==> src/scck_pkg.sv <==
// ----------------------------------------------------------------------------
// scck_pkg: shared types and constants for the scc search block
// holds vertex limits, walk stack entry type and controller states
// ----------------------------------------------------------------------------
`default_nettype none
package scck_pkg;
  localparam int MAX_VERTICES = 32;
  localparam int VW = $clog2(MAX_VERTICES);
  localparam int CW = $clog2(MAX_VERTICES + 1);

  localparam logic KIND_EDGE = 1'b0;
  localparam logic KIND_RUN  = 1'b1;

  localparam logic CFG_IDX_NUM_VERTICES = 1'b0;

  typedef struct packed {
    logic [VW-1:0] v;
    logic [CW-1:0] j;
  } stk_ent_t;

  typedef struct packed {
    logic [4:0] vertex;
    logic [4:0] component;
    logic       last_in_component;
    logic       last_of_run;
  } res_t;

  typedef enum logic [2:0] {
    ST_IDLE,
    ST_EDGE_RD,
    ST_EDGE_WR,
    ST_P1_NEXT,
    ST_P2_NEXT,
    ST_RD,
    ST_SCAN,
    ST_FLUSH
  } state_t;
endpackage
`default_nettype wire

==> src/scck_if.sv <==
// ----------------------------------------------------------------------------
// scck channel interfaces
// valid/ready channels for edge/run items and for emitted vertices
// ----------------------------------------------------------------------------
`default_nettype none
interface scck_in_if;
  logic       valid;
  logic       ready;
  logic       kind;
  logic [4:0] src_vertex;
  logic [4:0] dst_vertex;
  modport source (output valid, kind, src_vertex, dst_vertex, input ready);
  modport sink (input valid, kind, src_vertex, dst_vertex, output ready);
endinterface

interface scck_out_if;
  logic       valid;
  logic       ready;
  logic [4:0] vertex;
  logic [4:0] component;
  logic       last_in_component;
  logic       last_of_run;
  modport source (output valid, vertex, component, last_in_component, last_of_run,
                  input ready);
  modport sink (input valid, vertex, component, last_in_component, last_of_run,
                output ready);
endinterface
`default_nettype wire

==> src/scc_kosaraju_matrix.sv <==
// ----------------------------------------------------------------------------
// scc_kosaraju_matrix: strongly connected components of a small graph
// adjacency and transposed adjacency in synchronous rams, kosaraju search
// ----------------------------------------------------------------------------
// usage:
//  in_ch carries one transaction per item: kind 0 adds the edge src->dst
//  (ignored when either vertex is not below num_vertices), kind 1 runs the
//  component search. out_ch returns one transaction per vertex of a run,
//  in second-pass preorder, with component index and end marks.
//  an edge item goes through accept, row read and row write back before
//  the next item is taken. a run does each walk step as a registered ram
//  read of the row followed by its scan, roughly 4*n stack steps for n
//  vertices. each result leaves one emit later than found since its end
//  marks are known only then. reset clears the matrices through per-row
//  valid bits, with no clearing pass, and sets num_vertices to 32.
//  when out_ch stalls the walk waits at the next emit; input is taken
//  only when no run is in progress.
//  config: apb write of num_vertices at byte address 0 while idle.
// ----------------------------------------------------------------------------
`default_nettype none
module scc_kosaraju_matrix
  import scck_pkg::*;
(
  input  wire         clk,
  input  wire         rst_n,
  scck_in_if.sink     in_ch,
  scck_out_if.source  out_ch,
  input  wire         cfg_psel,
  input  wire         cfg_penable,
  input  wire         cfg_pwrite,
  input  wire  [2:0]  cfg_paddr,
  input  wire  [31:0] cfg_pwdata,
  output logic [31:0] cfg_prdata,
  output logic        cfg_pready
);

  // configuration register
  logic [5:0] num_vertices_r;
  logic [CW-1:0] n;

  always_ff @(posedge clk) begin
    if (!rst_n) begin
      num_vertices_r <= 6'd32;
    end else if (cfg_psel && cfg_penable && cfg_pwrite &&
                 cfg_paddr[2] == CFG_IDX_NUM_VERTICES) begin
      num_vertices_r <= cfg_pwdata[5:0];
    end
  end

  assign cfg_pready = 1'b1;
  assign cfg_prdata = (cfg_paddr[2] == CFG_IDX_NUM_VERTICES) ?
                      {26'd0, num_vertices_r} : 32'd0;

  always_comb begin
    if ({1'b0, num_vertices_r} > 7'(MAX_VERTICES)) n = CW'(MAX_VERTICES);
    else n = CW'(num_vertices_r);
  end

  // control registers
  state_t state_r, state_nxt;
  logic [CW-1:0] depth_r, depth_nxt;
  logic [CW-1:0] fc_r, fc_nxt;
  logic [CW-1:0] idx_r, idx_nxt;
  logic [4:0] comp_r, comp_nxt;
  logic [MAX_VERTICES-1:0] vis_r, vis_nxt;
  logic pass_r, pass_nxt;
  logic [VW-1:0] es_r, es_nxt, ed_r, ed_nxt;
  logic pend_vld_r, pend_vld_nxt;
  res_t pend_r, pend_nxt;
  logic out_vld_r, out_vld_nxt;
  res_t out_r, out_nxt;

  // adjacency rams with per-row valid bits
  logic [MAX_VERTICES-1:0] adj_mem [MAX_VERTICES];
  logic [MAX_VERTICES-1:0] adjt_mem [MAX_VERTICES];
  logic [MAX_VERTICES-1:0] adj_rv_r, adjt_rv_r;
  logic [MAX_VERTICES-1:0] adj_q_r, adjt_q_r;
  logic adj_qv_r, adjt_qv_r;
  logic rd_en, wr_en;
  logic [VW-1:0] adj_ra, adjt_ra;
  logic [MAX_VERTICES-1:0] adj_row, adjt_row, row;

  always_ff @(posedge clk) begin
    if (rd_en) begin
      adj_q_r  <= adj_mem[adj_ra];
      adjt_q_r <= adjt_mem[adjt_ra];
    end
    if (wr_en) begin
      adj_mem[es_r]  <= adj_row | (MAX_VERTICES'(1) << ed_r);
      adjt_mem[ed_r] <= adjt_row | (MAX_VERTICES'(1) << es_r);
    end
  end

  always_ff @(posedge clk) begin
    if (!rst_n) begin
      adj_rv_r  <= '0;
      adjt_rv_r <= '0;
      adj_qv_r  <= 1'b0;
      adjt_qv_r <= 1'b0;
    end else begin
      if (rd_en) begin
        adj_qv_r  <= adj_rv_r[adj_ra];
        adjt_qv_r <= adjt_rv_r[adjt_ra];
      end
      if (wr_en) begin
        adj_rv_r[es_r]  <= 1'b1;
        adjt_rv_r[ed_r] <= 1'b1;
      end
    end
  end

  assign adj_row  = adj_qv_r ? adj_q_r : '0;
  assign adjt_row = adjt_qv_r ? adjt_q_r : '0;
  assign row      = pass_r ? adjt_row : adj_row;

  // walk and finish stacks
  stk_ent_t walk_stk [MAX_VERTICES];
  logic [VW-1:0] fin_stk [MAX_VERTICES];
  logic stk_upd_en, stk_push_en, fin_we;
  logic [VW-1:0] stk_upd_idx, stk_push_idx, fin_idx;
  stk_ent_t stk_upd_d, stk_push_d;
  logic [VW-1:0] fin_d;
  logic [CW-1:0] depth_m1, fc_m1;
  stk_ent_t top;

  assign depth_m1 = depth_r - CW'(1);
  assign fc_m1    = fc_r - CW'(1);
  assign top      = walk_stk[depth_m1[VW-1:0]];

  always_ff @(posedge clk) begin
    if (stk_upd_en) walk_stk[stk_upd_idx] <= stk_upd_d;
    if (stk_push_en) walk_stk[stk_push_idx] <= stk_push_d;
    if (fin_we) fin_stk[fin_idx] <= fin_d;
  end

  // first unvisited neighbor at or above the scan position
  logic [MAX_VERTICES-1:0] cand;
  logic found;
  logic [VW-1:0] fnd;

  always_comb begin
    cand = '0;
    for (int k = 0; k < MAX_VERTICES; k++) begin
      cand[k] = row[k] & ~vis_r[k] & (CW'(k) >= top.j) & (CW'(k) < n);
    end
    found = |cand;
    fnd = '0;
    for (int k = MAX_VERTICES - 1; k >= 0; k--) begin
      if (cand[k]) fnd = VW'(k);
    end
  end

  logic out_free, stall;
  logic [VW-1:0] p2v;
  assign out_free = !out_vld_r || out_ch.ready;
  assign stall    = pend_vld_r && !out_free;
  assign p2v      = fin_stk[fc_m1[VW-1:0]];

  // next state and datapath control
  always_comb begin
    state_nxt    = state_r;
    depth_nxt    = depth_r;
    fc_nxt       = fc_r;
    idx_nxt      = idx_r;
    comp_nxt     = comp_r;
    vis_nxt      = vis_r;
    pass_nxt     = pass_r;
    es_nxt       = es_r;
    ed_nxt       = ed_r;
    pend_vld_nxt = pend_vld_r;
    pend_nxt     = pend_r;
    out_vld_nxt  = out_vld_r && !out_ch.ready;
    out_nxt      = out_r;
    rd_en        = 1'b0;
    wr_en        = 1'b0;
    adj_ra       = top.v;
    adjt_ra      = top.v;
    stk_upd_en   = 1'b0;
    stk_upd_idx  = depth_m1[VW-1:0];
    stk_upd_d    = top;
    stk_push_en  = 1'b0;
    stk_push_idx = depth_r[VW-1:0];
    stk_push_d   = '0;
    fin_we       = 1'b0;
    fin_idx      = fc_r[VW-1:0];
    fin_d        = top.v;
    in_ch.ready  = (state_r == ST_IDLE);

    case (state_r)
      ST_IDLE: begin
        if (in_ch.valid) begin
          if (in_ch.kind == KIND_RUN) begin
            vis_nxt   = '0;
            fc_nxt    = '0;
            comp_nxt  = '0;
            idx_nxt   = '0;
            pass_nxt  = 1'b0;
            state_nxt = ST_P1_NEXT;
          end else if (CW'(in_ch.src_vertex) < n && CW'(in_ch.dst_vertex) < n) begin
            es_nxt    = in_ch.src_vertex[VW-1:0];
            ed_nxt    = in_ch.dst_vertex[VW-1:0];
            state_nxt = ST_EDGE_RD;
          end
        end
      end
      ST_EDGE_RD: begin
        rd_en     = 1'b1;
        adj_ra    = es_r;
        adjt_ra   = ed_r;
        state_nxt = ST_EDGE_WR;
      end
      ST_EDGE_WR: begin
        wr_en     = 1'b1;
        state_nxt = ST_IDLE;
      end
      ST_P1_NEXT: begin
        if (idx_r >= n) begin
          vis_nxt   = '0;
          pass_nxt  = 1'b1;
          state_nxt = ST_P2_NEXT;
        end else if (vis_r[idx_r[VW-1:0]]) begin
          idx_nxt = idx_r + CW'(1);
        end else begin
          vis_nxt[idx_r[VW-1:0]] = 1'b1;
          stk_push_en  = 1'b1;
          stk_push_idx = '0;
          stk_push_d   = '{v: idx_r[VW-1:0], j: '0};
          depth_nxt    = CW'(1);
          state_nxt    = ST_RD;
        end
      end
      ST_P2_NEXT: begin
        if (fc_r == '0) begin
          state_nxt = pend_vld_r ? ST_FLUSH : ST_IDLE;
        end else if (vis_r[p2v]) begin
          fc_nxt = fc_m1;
        end else if (!stall) begin
          if (pend_vld_r) begin
            out_nxt     = pend_r;
            out_vld_nxt = 1'b1;
          end
          pend_vld_nxt  = 1'b1;
          pend_nxt      = '{vertex: 5'(p2v), component: comp_r,
                            last_in_component: 1'b0, last_of_run: 1'b0};
          vis_nxt[p2v]  = 1'b1;
          stk_push_en   = 1'b1;
          stk_push_idx  = '0;
          stk_push_d    = '{v: p2v, j: '0};
          depth_nxt     = CW'(1);
          fc_nxt        = fc_m1;
          state_nxt     = ST_RD;
        end
      end
      ST_RD: begin
        rd_en     = 1'b1;
        state_nxt = ST_SCAN;
      end
      ST_SCAN: begin
        if (found) begin
          if (!(pass_r && stall)) begin
            stk_upd_en = 1'b1;
            stk_upd_d  = '{v: top.v, j: CW'(fnd) + CW'(1)};
            vis_nxt[fnd] = 1'b1;
            if (pass_r) begin
              if (pend_vld_r) begin
                out_nxt     = pend_r;
                out_vld_nxt = 1'b1;
              end
              pend_vld_nxt = 1'b1;
              pend_nxt     = '{vertex: 5'(fnd), component: comp_r,
                               last_in_component: 1'b0, last_of_run: 1'b0};
            end
            if (depth_r < CW'(MAX_VERTICES)) begin
              stk_push_en = 1'b1;
              stk_push_d  = '{v: fnd, j: '0};
              depth_nxt   = depth_r + CW'(1);
            end
            state_nxt = ST_RD;
          end
        end else begin
          depth_nxt = depth_m1;
          if (!pass_r && fc_r < CW'(MAX_VERTICES)) begin
            fin_we = 1'b1;
            fc_nxt = fc_r + CW'(1);
          end
          if (depth_r == CW'(1)) begin
            if (pass_r) begin
              pend_nxt.last_in_component = 1'b1;
              comp_nxt  = comp_r + 5'd1;
              state_nxt = ST_P2_NEXT;
            end else begin
              state_nxt = ST_P1_NEXT;
            end
          end else begin
            state_nxt = ST_RD;
          end
        end
      end
      ST_FLUSH: begin
        if (out_free) begin
          out_nxt             = pend_r;
          out_nxt.last_of_run = 1'b1;
          out_vld_nxt         = 1'b1;
          pend_vld_nxt        = 1'b0;
          state_nxt           = ST_IDLE;
        end
      end
      default: state_nxt = ST_IDLE;
    endcase
  end

  // state registers
  always_ff @(posedge clk) begin
    if (!rst_n) begin
      state_r    <= ST_IDLE;
      depth_r    <= '0;
      fc_r       <= '0;
      idx_r      <= '0;
      comp_r     <= '0;
      vis_r      <= '0;
      pass_r     <= 1'b0;
      pend_vld_r <= 1'b0;
      out_vld_r  <= 1'b0;
    end else begin
      state_r    <= state_nxt;
      depth_r    <= depth_nxt;
      fc_r       <= fc_nxt;
      idx_r      <= idx_nxt;
      comp_r     <= comp_nxt;
      vis_r      <= vis_nxt;
      pass_r     <= pass_nxt;
      pend_vld_r <= pend_vld_nxt;
      out_vld_r  <= out_vld_nxt;
    end
  end

  // payload registers
  always_ff @(posedge clk) begin
    es_r   <= es_nxt;
    ed_r   <= ed_nxt;
    pend_r <= pend_nxt;
    out_r  <= out_nxt;
  end

  assign out_ch.valid             = out_vld_r;
  assign out_ch.vertex            = out_r.vertex;
  assign out_ch.component         = out_r.component;
  assign out_ch.last_in_component = out_r.last_in_component;
  assign out_ch.last_of_run       = out_r.last_of_run;

  // checks
  a_depth_bound: assert property (@(posedge clk) disable iff (!rst_n)
    depth_r <= CW'(MAX_VERTICES))
    else $error("walk depth above vertex limit");
  a_fc_bound: assert property (@(posedge clk) disable iff (!rst_n)
    fc_r <= CW'(MAX_VERTICES))
    else $error("finish count above vertex limit");
  a_flush_end: assert property (@(posedge clk) disable iff (!rst_n)
    (state_r == ST_FLUSH && out_free) |=> (out_vld_r && out_r.last_of_run && !pend_vld_r))
    else $error("run end not flagged");
  a_idle_pend: assert property (@(posedge clk) disable iff (!rst_n)
    (state_r == ST_IDLE) |-> !pend_vld_r)
    else $error("held result left over at idle");

endmodule
`default_nettype wire
==> src/flat_wrapper.sv <==
// flat-port wrapper written by rule: the top's interface ports become plain ports
module scc_kosaraju_matrix_flat import scck_pkg::*;
  (clk, rst_n, cfg_psel, cfg_penable, cfg_pwrite, cfg_paddr, cfg_pwdata, cfg_prdata, cfg_pready, in_ch_valid, in_ch_kind, in_ch_src_vertex, in_ch_dst_vertex, in_ch_ready, out_ch_valid, out_ch_vertex, out_ch_component, out_ch_last_in_component, out_ch_last_of_run, out_ch_ready);
  scck_in_if in_ch_i ();
  scck_out_if out_ch_i ();
  input  wire clk;
  input  wire rst_n;
  input  wire cfg_psel;
  input  wire cfg_penable;
  input  wire cfg_pwrite;
  input  wire  [2:0] cfg_paddr;
  input  wire  [31:0] cfg_pwdata;
  output logic [31:0] cfg_prdata;
  output logic cfg_pready;
  input wire logic [$bits(in_ch_i.valid)-1:0] in_ch_valid;
  input wire logic [$bits(in_ch_i.kind)-1:0] in_ch_kind;
  input wire logic [$bits(in_ch_i.src_vertex)-1:0] in_ch_src_vertex;
  input wire logic [$bits(in_ch_i.dst_vertex)-1:0] in_ch_dst_vertex;
  output wire logic [$bits(in_ch_i.ready)-1:0] in_ch_ready;
  output wire logic [$bits(out_ch_i.valid)-1:0] out_ch_valid;
  output wire logic [$bits(out_ch_i.vertex)-1:0] out_ch_vertex;
  output wire logic [$bits(out_ch_i.component)-1:0] out_ch_component;
  output wire logic [$bits(out_ch_i.last_in_component)-1:0] out_ch_last_in_component;
  output wire logic [$bits(out_ch_i.last_of_run)-1:0] out_ch_last_of_run;
  input wire logic [$bits(out_ch_i.ready)-1:0] out_ch_ready;
  assign in_ch_i.valid = in_ch_valid;
  assign in_ch_i.kind = in_ch_kind;
  assign in_ch_i.src_vertex = in_ch_src_vertex;
  assign in_ch_i.dst_vertex = in_ch_dst_vertex;
  assign in_ch_ready = in_ch_i.ready;
  assign out_ch_valid = out_ch_i.valid;
  assign out_ch_vertex = out_ch_i.vertex;
  assign out_ch_component = out_ch_i.component;
  assign out_ch_last_in_component = out_ch_i.last_in_component;
  assign out_ch_last_of_run = out_ch_i.last_of_run;
  assign out_ch_i.ready = out_ch_ready;
  scc_kosaraju_matrix u_core (.clk(clk), .rst_n(rst_n), .in_ch(in_ch_i), .out_ch(out_ch_i), .cfg_psel(cfg_psel), .cfg_penable(cfg_penable), .cfg_pwrite(cfg_pwrite), .cfg_paddr(cfg_paddr), .cfg_pwdata(cfg_pwdata), .cfg_prdata(cfg_prdata), .cfg_pready(cfg_pready));
endmodule
==> config.mk <==
export PLATFORM = sky130hd
export DESIGN_NAME = scc_kosaraju_matrix_flat
export DESIGN_NICKNAME = d
export VERILOG_FILES = /design/src/scck_pkg.sv /design/src/scck_if.sv /design/src/scc_kosaraju_matrix.sv /design/src/flat_wrapper.sv
export SDC_FILE = /design/constraint.sdc
export NUM_CORES = 2
export LEC_CHECK = 0
export BUFFER_PORTS_ARGS = -buffer_cell sky130_fd_sc_hd__buf_2
export CELL_PAD_IN_SITES_DETAIL_PLACEMENT = 0
export CELL_PAD_IN_SITES_GLOBAL_PLACEMENT = 2
export CORE_UTILIZATION = 25
export CTS_CLUSTER_DIAMETER = 120
export CTS_CLUSTER_SIZE = 20
export DETAILED_ROUTE_END_ITERATION = 10
export PLACE_DENSITY_LB_ADDON = 0.3
export SYNTH_ARGS = -nofsm -noshare
export SYNTH_HDL_FRONTEND = slang
export SYNTH_SLANG_ARGS = --single-unit
==> constraint.sdc <==
create_clock -name clk -period 16.4 [get_ports clk]
set_input_delay 3.28 -clock clk [delete_from_list [all_inputs] [get_ports clk]]
set_output_delay 3.28 -clock clk [all_outputs]
set_load 0.02 [all_outputs]
# ---- Yosys cells after proc, flatten, opt, wreduce, memory -nomap -nowiden
# Memory sizes are Yosys's and may differ from the RTL's. A register that Yosys moved wholly into a read port is not among the register bits.
# Cells that the tools add are included.
dict set report classes {
  n_bitwise 137
  n_mux 191
  shifts 2
  n_reduce_logical 40
  add_sub_neg 7
  n_eq_ne 32
  magnitude_cmp 82
}
# operator n
set op_table {}
lappend op_table {{two-way mux 32 bit} 12}
lappend op_table {{bitwise OR 32 bit} 7}
lappend op_table {{two-way mux 5 bit} 44}
lappend op_table {{two-way mux 12 bit} 13}
lappend op_table {{two-way mux 6 bit} 22}
lappend op_table {{one-hot mux 32 bit (4 select lines)} 1}
lappend op_table {{bitwise AND 1 bit} 96}
lappend op_table {{greater-or-equal comparator 5 x 6 -> 1 bit, first input constant} 16}
lappend op_table {{< comparator 5 x 6 -> 1 bit, first input constant} 16}
lappend op_table {{two-way mux 11 bit} 8}
lappend op_table {{<< shifter 1 x 5 -> 32 bit, first input constant} 2}
lappend op_table {{two-way mux 1 bit} 54}
lappend op_table {{greater-or-equal comparator 4 x 6 -> 1 bit, first input constant} 8}
lappend op_table {{< comparator 4 x 6 -> 1 bit, first input constant} 8}
lappend op_table {{< comparator 5 x 6 -> 1 bit, second input constant} 7}
lappend op_table {{two-way mux 3 bit} 14}
lappend op_table {{one-hot mux 12 bit (3 select lines)} 1}
lappend op_table {{one-hot mux 6 bit (3 select lines)} 2}
lappend op_table {{inverter 1 bit} 34}
lappend op_table {{one-hot mux 11 bit (3 select lines)} 1}
lappend op_table {{OR reduction 32 bit} 1}
lappend op_table {{AND reduction 7 bit} 4}
lappend op_table {{demux 1 bit (select 5 bit)} 5}
lappend op_table {{greater-or-equal comparator 5 x 1 -> 1 bit, second input constant} 5}
lappend op_table {{other kinds (45)} 110}
dict set report word_totals {
  ram_bits 2560
  register_bits 167
  elab_cells 519
  in_bits 53
  n_memories 4
}
# name words width read_ports rd_clocked_by_memory_dff wr line_no
set mem_list {}
lappend mem_list {u_core.adj_mem 32 32 1 1 1 scc_kosaraju_matrix.sv:74} ;# logic [MAX_VERTICES-1:0] adj_mem [MAX_VERTICES];
lappend mem_list {u_core.adjt_mem 32 32 1 1 1 scc_kosaraju_matrix.sv:75} ;# logic [MAX_VERTICES-1:0] adjt_mem [MAX_VERTICES];
lappend mem_list {u_core.walk_stk 32 11 1 0 2 scc_kosaraju_matrix.sv:117} ;# stk_ent_t walk_stk [MAX_VERTICES];
lappend mem_list {u_core.fin_stk 32 5 1 0 1 scc_kosaraju_matrix.sv:118} ;# logic [VW-1:0] fin_stk [MAX_VERTICES];

# ---- Longest topological paths before layout
dict set report logic_depth {
  word_depth 45
  ltp_mapped 28
}

# ---- Worst setup path after synthesis
# Ideal clock, no wire load.
dict set report synth_timing {
  path_kind {input to output}
  from {input port cfg_paddr[2]}
  to {output port cfg_prdata[0]}
  arrival_ns 3.584
  stages 1
  path_buffers 0
  setup_slack_ns 9.536
  path_cell_list {nor2b_1}
}
dict set report synth_via {
  elab_chain_cells 1
}
# element line_no
set synth_rtl {}
lappend synth_rtl {{from (decl)} flat_wrapper.sv:11} ;# input wire [2:0] cfg_paddr;
lappend synth_rtl {{two-way mux 6 bit} scc_kosaraju_matrix.sv:51} ;# assign cfg_prdata = (cfg_paddr[2] == CFG_IDX_NUM_VERTICES) ?
lappend synth_rtl {{to (decl)} flat_wrapper.sv:13} ;# output logic [31:0] cfg_prdata;
# No other way between the ends.

==> flow_summary.ini <==
[status]
outcome = complete, no violations

[synth]
synth_top_family_by_area = simple AND/OR/NAND/NOR gates
synth_flop_cell = edfxtp_1
synth_compound_area_share_pct = 12.10
async_flop_share_pct = 0
ys_types = 114
synth-simple-area-share_pct = 13.92
synth-edff-count = 2465
yosysSeqAreaShare_pct = 67.43
ys_ff_latch = 2790
syn_area_per_cell_um2 = 12.50
synth_cells = 9557
ys.warnings.count = 0
syn_area_mm2 = 0.1194
synth_area_leaders = edfxtp_1, nand2_1, dfxtp_1
synth.most_common_cell = edfxtp_1
synthXorXnorAreaFrac_pct = 0.1886
synthAdderAreaFrac_pct = 0.3667
synth.cells.most_frequent = edfxtp_1, nand2_1, nand3_1
synth_top_area_cell = edfxtp_1
synth_top_area_share_pct = 61.98
synthMuxAreaShare_pct = 3.034

[clock_network]
post_cts_resize_count = 0
cts_setup_buffers = 0
cts_inserted_buffers = 164
cts-root-buf = clkbuf_16
worst_skew_pair.late_latency_ns = 0.96
hold_buffers = 0
cts_tree = done
htree_levels = 4
clock-sinks = 2790
path_clk_slew_ns = 0.10
clockBufferDepth = 4

[layout]
nFillCells = 48490
nNetsFinal = 9351
drive_gt1_share_pct = 9.102
areaGrowthSynthToFinish_pct = 10.51

[setup_path]
crit_slowest_cell = nand4_1
cp-start-kind = register
reg2reg_from = u_core.depth_r[0]$_SDFFE_PN0P_
crit_chain = inv_2 > ha_4 > buf_4 > buf_4 > mux2i_1 > nand3_1 > nand4_1 > o22ai_1 > buf_4 > nor2_1 > nand2_1 > a211o_1 > o21ai_2 > and3b_4 > a2111oi_4 > buf_4 > nand4_1 > nand2_1
r2r-end = u_core.walk_stk[13][6]$_DFFE_PP_
worst-path-max-fanout = 56
end_kind = register
ff2ff_setup_slack_ns = 6.54
required_ns = 16.95
crit_top_cell = buf_4
slowest_delay_ns = 0.91
arrival_ns = 10.41
crit_type = register to register
worstRegToRegCells = 18

[die]
io_pins = 100
die_w_um = 693.2
fp.dieH_um = 693.2
std_cell_rows = 253
core-area_mm2 = 0.4751
start_util_pct = 25.14
dieArea_mm2 = 0.4805

[global_route]
track_usage_pct = 16.72
grt_pass1_vias = 77310
grt_max_degree = 193
grt_pass1_wl_mm = 586.5
overflow = 0
antenna_found_initial = 17

[sta]
worst_pin_slew_ns = 1.365
rsz0062_at_grt = no
skew_ns = 0.1282
fin_crit_sh_pct = 60.09
min_period_ns = 9.855
slew_violations = 0
setup_tns_ns = 0
fmax_mhz = 101.5
setup_viol_count_final = 0
fin_ws_ns = 6.545
finalHoldViolations = 0
slew_headroom_pct = 8.680

[min_path]
whs_endpoint = u_core.walk_stk[22][0]$_SDFFE_PP0P_
whs_path_depth = 2
min_from = u_core.walk_stk[22][0]$_SDFFE_PP0P_
hold_path_class = register to register

[power]
switching_share_pct = 37.65
clkPwrFrac_pct = 23.3
powerDensity_mw_per_mm2 = 141.2
power_frac_seq_pct = 44.6
power_switching_uw = 7017
leakagePower_uw = 0.04114
ir_drop_uv = 256.3
internal_power_uw = 11620
pwr-share-comb_pct = 32.1

[place]
dpl_worst_slack_ns = 6.753
port-buffer-count = 44
gp_congestion = 0.8247
dp_hpwl_mm = 224.8

[detailed_routing]
firstDrtPassIters = 7
vias = 80050
drc_errors = 0
antenna_left = 0
avgViaCountPerCell = 5.095
wire_per_inst_um = 26.57
drtIter0Drc = 7737
routed_wl_mm = 417.4

[job]
cap_viol_max_count = 0
## sequential cells by signal, indices dropped and copies added, names as in the netlist, 6 cells and up
| name | flops |
|---|---|
| u_core.fin_stk | 160 |
| u_core.depth_r | 6 |
| u_core.fc_r | 6 |
| u_core.adj_q_r | 32 |
| u_core.pend_r | 11 |
| u_core.vis_r | 32 |
| u_core.walk_stk | 352 |
| u_core.idx_r | 6 |
| u_core.adjt_q_r | 32 |
| u_core.adjt_mem | 1024 |
| u_core.num_vertices_r | 6 |
| u_core.adj_rv_r | 32 |
| u_core.adj_mem | 1024 |
| u_core.adjt_rv_r | 32 |
## routing by layer
metal	vias to the layer above	routed length (µm)	track usage, %
met4	2	11380	4.569
met2	2408	190600	26.67
li1	35530	-	-
met5	-	12	0
met3	481	23610	2.259
met1	41630	191800	23.72
## power by group through the flow
stage / logic (µW) / registers (µW) / clock network, µW
after floorplan: 3810 / 8410 / 0
after global placement: 5950 / 8470 / 0
after detailed placement: 6000 / 8470 / 0
after CTS: 6020 / 8310 / 4480
after global routing: 6480 / 8330 / 4690
final: 5980 / 8320 / 4340
## placed cells by master (no fill, tap or decap), types with 17 or more instances in the layout
cell / instances
a311oi_1: 394
conb_1: 27
a211oi_1: 413
inv_1: 47
mux2i_1: 66
o21a_1: 84
o2bb2ai_1: 42
clkbuf_16: 169
o22ai_1: 30
and2_1: 250
clkbuf_1: 44
dfxtp_1: 319
ha_1: 34
or3_1: 31
and2_0: 51
nor2_4: 65
nand2_1: 1893
buf_4: 220
mux4_2: 127
nor3_1: 41
o21ai_1: 38
a21oi_1: 241
and3_1: 34
a21o_1: 77
nand2b_1: 29
buf_2: 43
o21ai_2: 65
nor2_1: 255
nand4_1: 54
nand3_1: 747
and4_1: 17
a31oi_1: 169
o21ai_0: 286
nor2b_1: 55
edfxtp_1: 2465
## how the worst max path moves through the flow
stage	endpoint	from	depth (start not counted)	slack [ns]
final	u_core.walk_stk[13][6]$_DFFE_PP_	u_core.depth_r[0]$_SDFFE_PN0P_	18	6.54
after global routing	u_core.walk_stk[9][10]$_DFFE_PP_	u_core.depth_r[0]$_SDFFE_PN0P_	18	6.15
after CTS	u_core.walk_stk[13][10]$_DFFE_PP_	u_core.depth_r[0]$_SDFFE_PN0P_	18	6.67
after detailed placement	u_core.walk_stk[13][10]$_DFFE_PP_	u_core.depth_r[0]$_SDFFE_PN0P_	18	6.75
after global placement	u_core.walk_stk[13][10]$_DFFE_PP_	u_core.depth_r[0]$_SDFFE_PN0P_	18	6.72
after floorplan	cfg_prdata[0]	cfg_paddr[2]	1	9.54
## through the flow
stage / total power (µW) / hold WS (ns) / util [%] / cells / cell area, µm²
2_1_floorplan: 12210 / 0.4172 / - / 9582 / 119500
3_3_place_gp: 14420 / 0.4379 / 26.80 / 15470 / 127300
3_5_place_dp: 14470 / 0.4450 / 26.80 / 15470 / 127300
4_1_cts: 18810 / 0.4658 / 27.77 / 15700 / 132000
5_1_grt: 19490 / 0.4733 / 27.78 / 15710 / 132000
6_report: 18640 / 0.4614 / 27.78 / 15710 / 132000
## final cells by class
cell class                 count  area (µm²)  area share, %
sequential                  2790       80540          61.02
timing repair buffer         275        2107          1.596
multi-input combinational   5984       36530          27.68
clock buffer                 214        4408          3.340
tap                         6375        7976          6.043
antenna                        8       20.02        0.01517
inverter                      48       180.2         0.1365
clock inverter                17       226.5         0.1716
## critical path, delay by kind of cell (launching register included)
kind,cells,cell delay [ns]
AND/OR/NAND/NOR,7,3.42
buffers and inverters,5,2.76
AO/OA/AOI/OAI,4,1.15
adder cells (fa/ha/maj),1,0.79
flip-flops,1,0.71
multiplexers,1,0.42
## cells by family after synthesis
logic type	count (synthesis)
AO/OA/AOI/OAI	2052
XOR/XNOR	24
adder cells (fa/ha/maj)	35
buffers and inverters	808
flip-flops	2790
multiplexers	202
other	2
AND/OR/NAND/NOR	3644
Power figures use the tool's default switching activity.
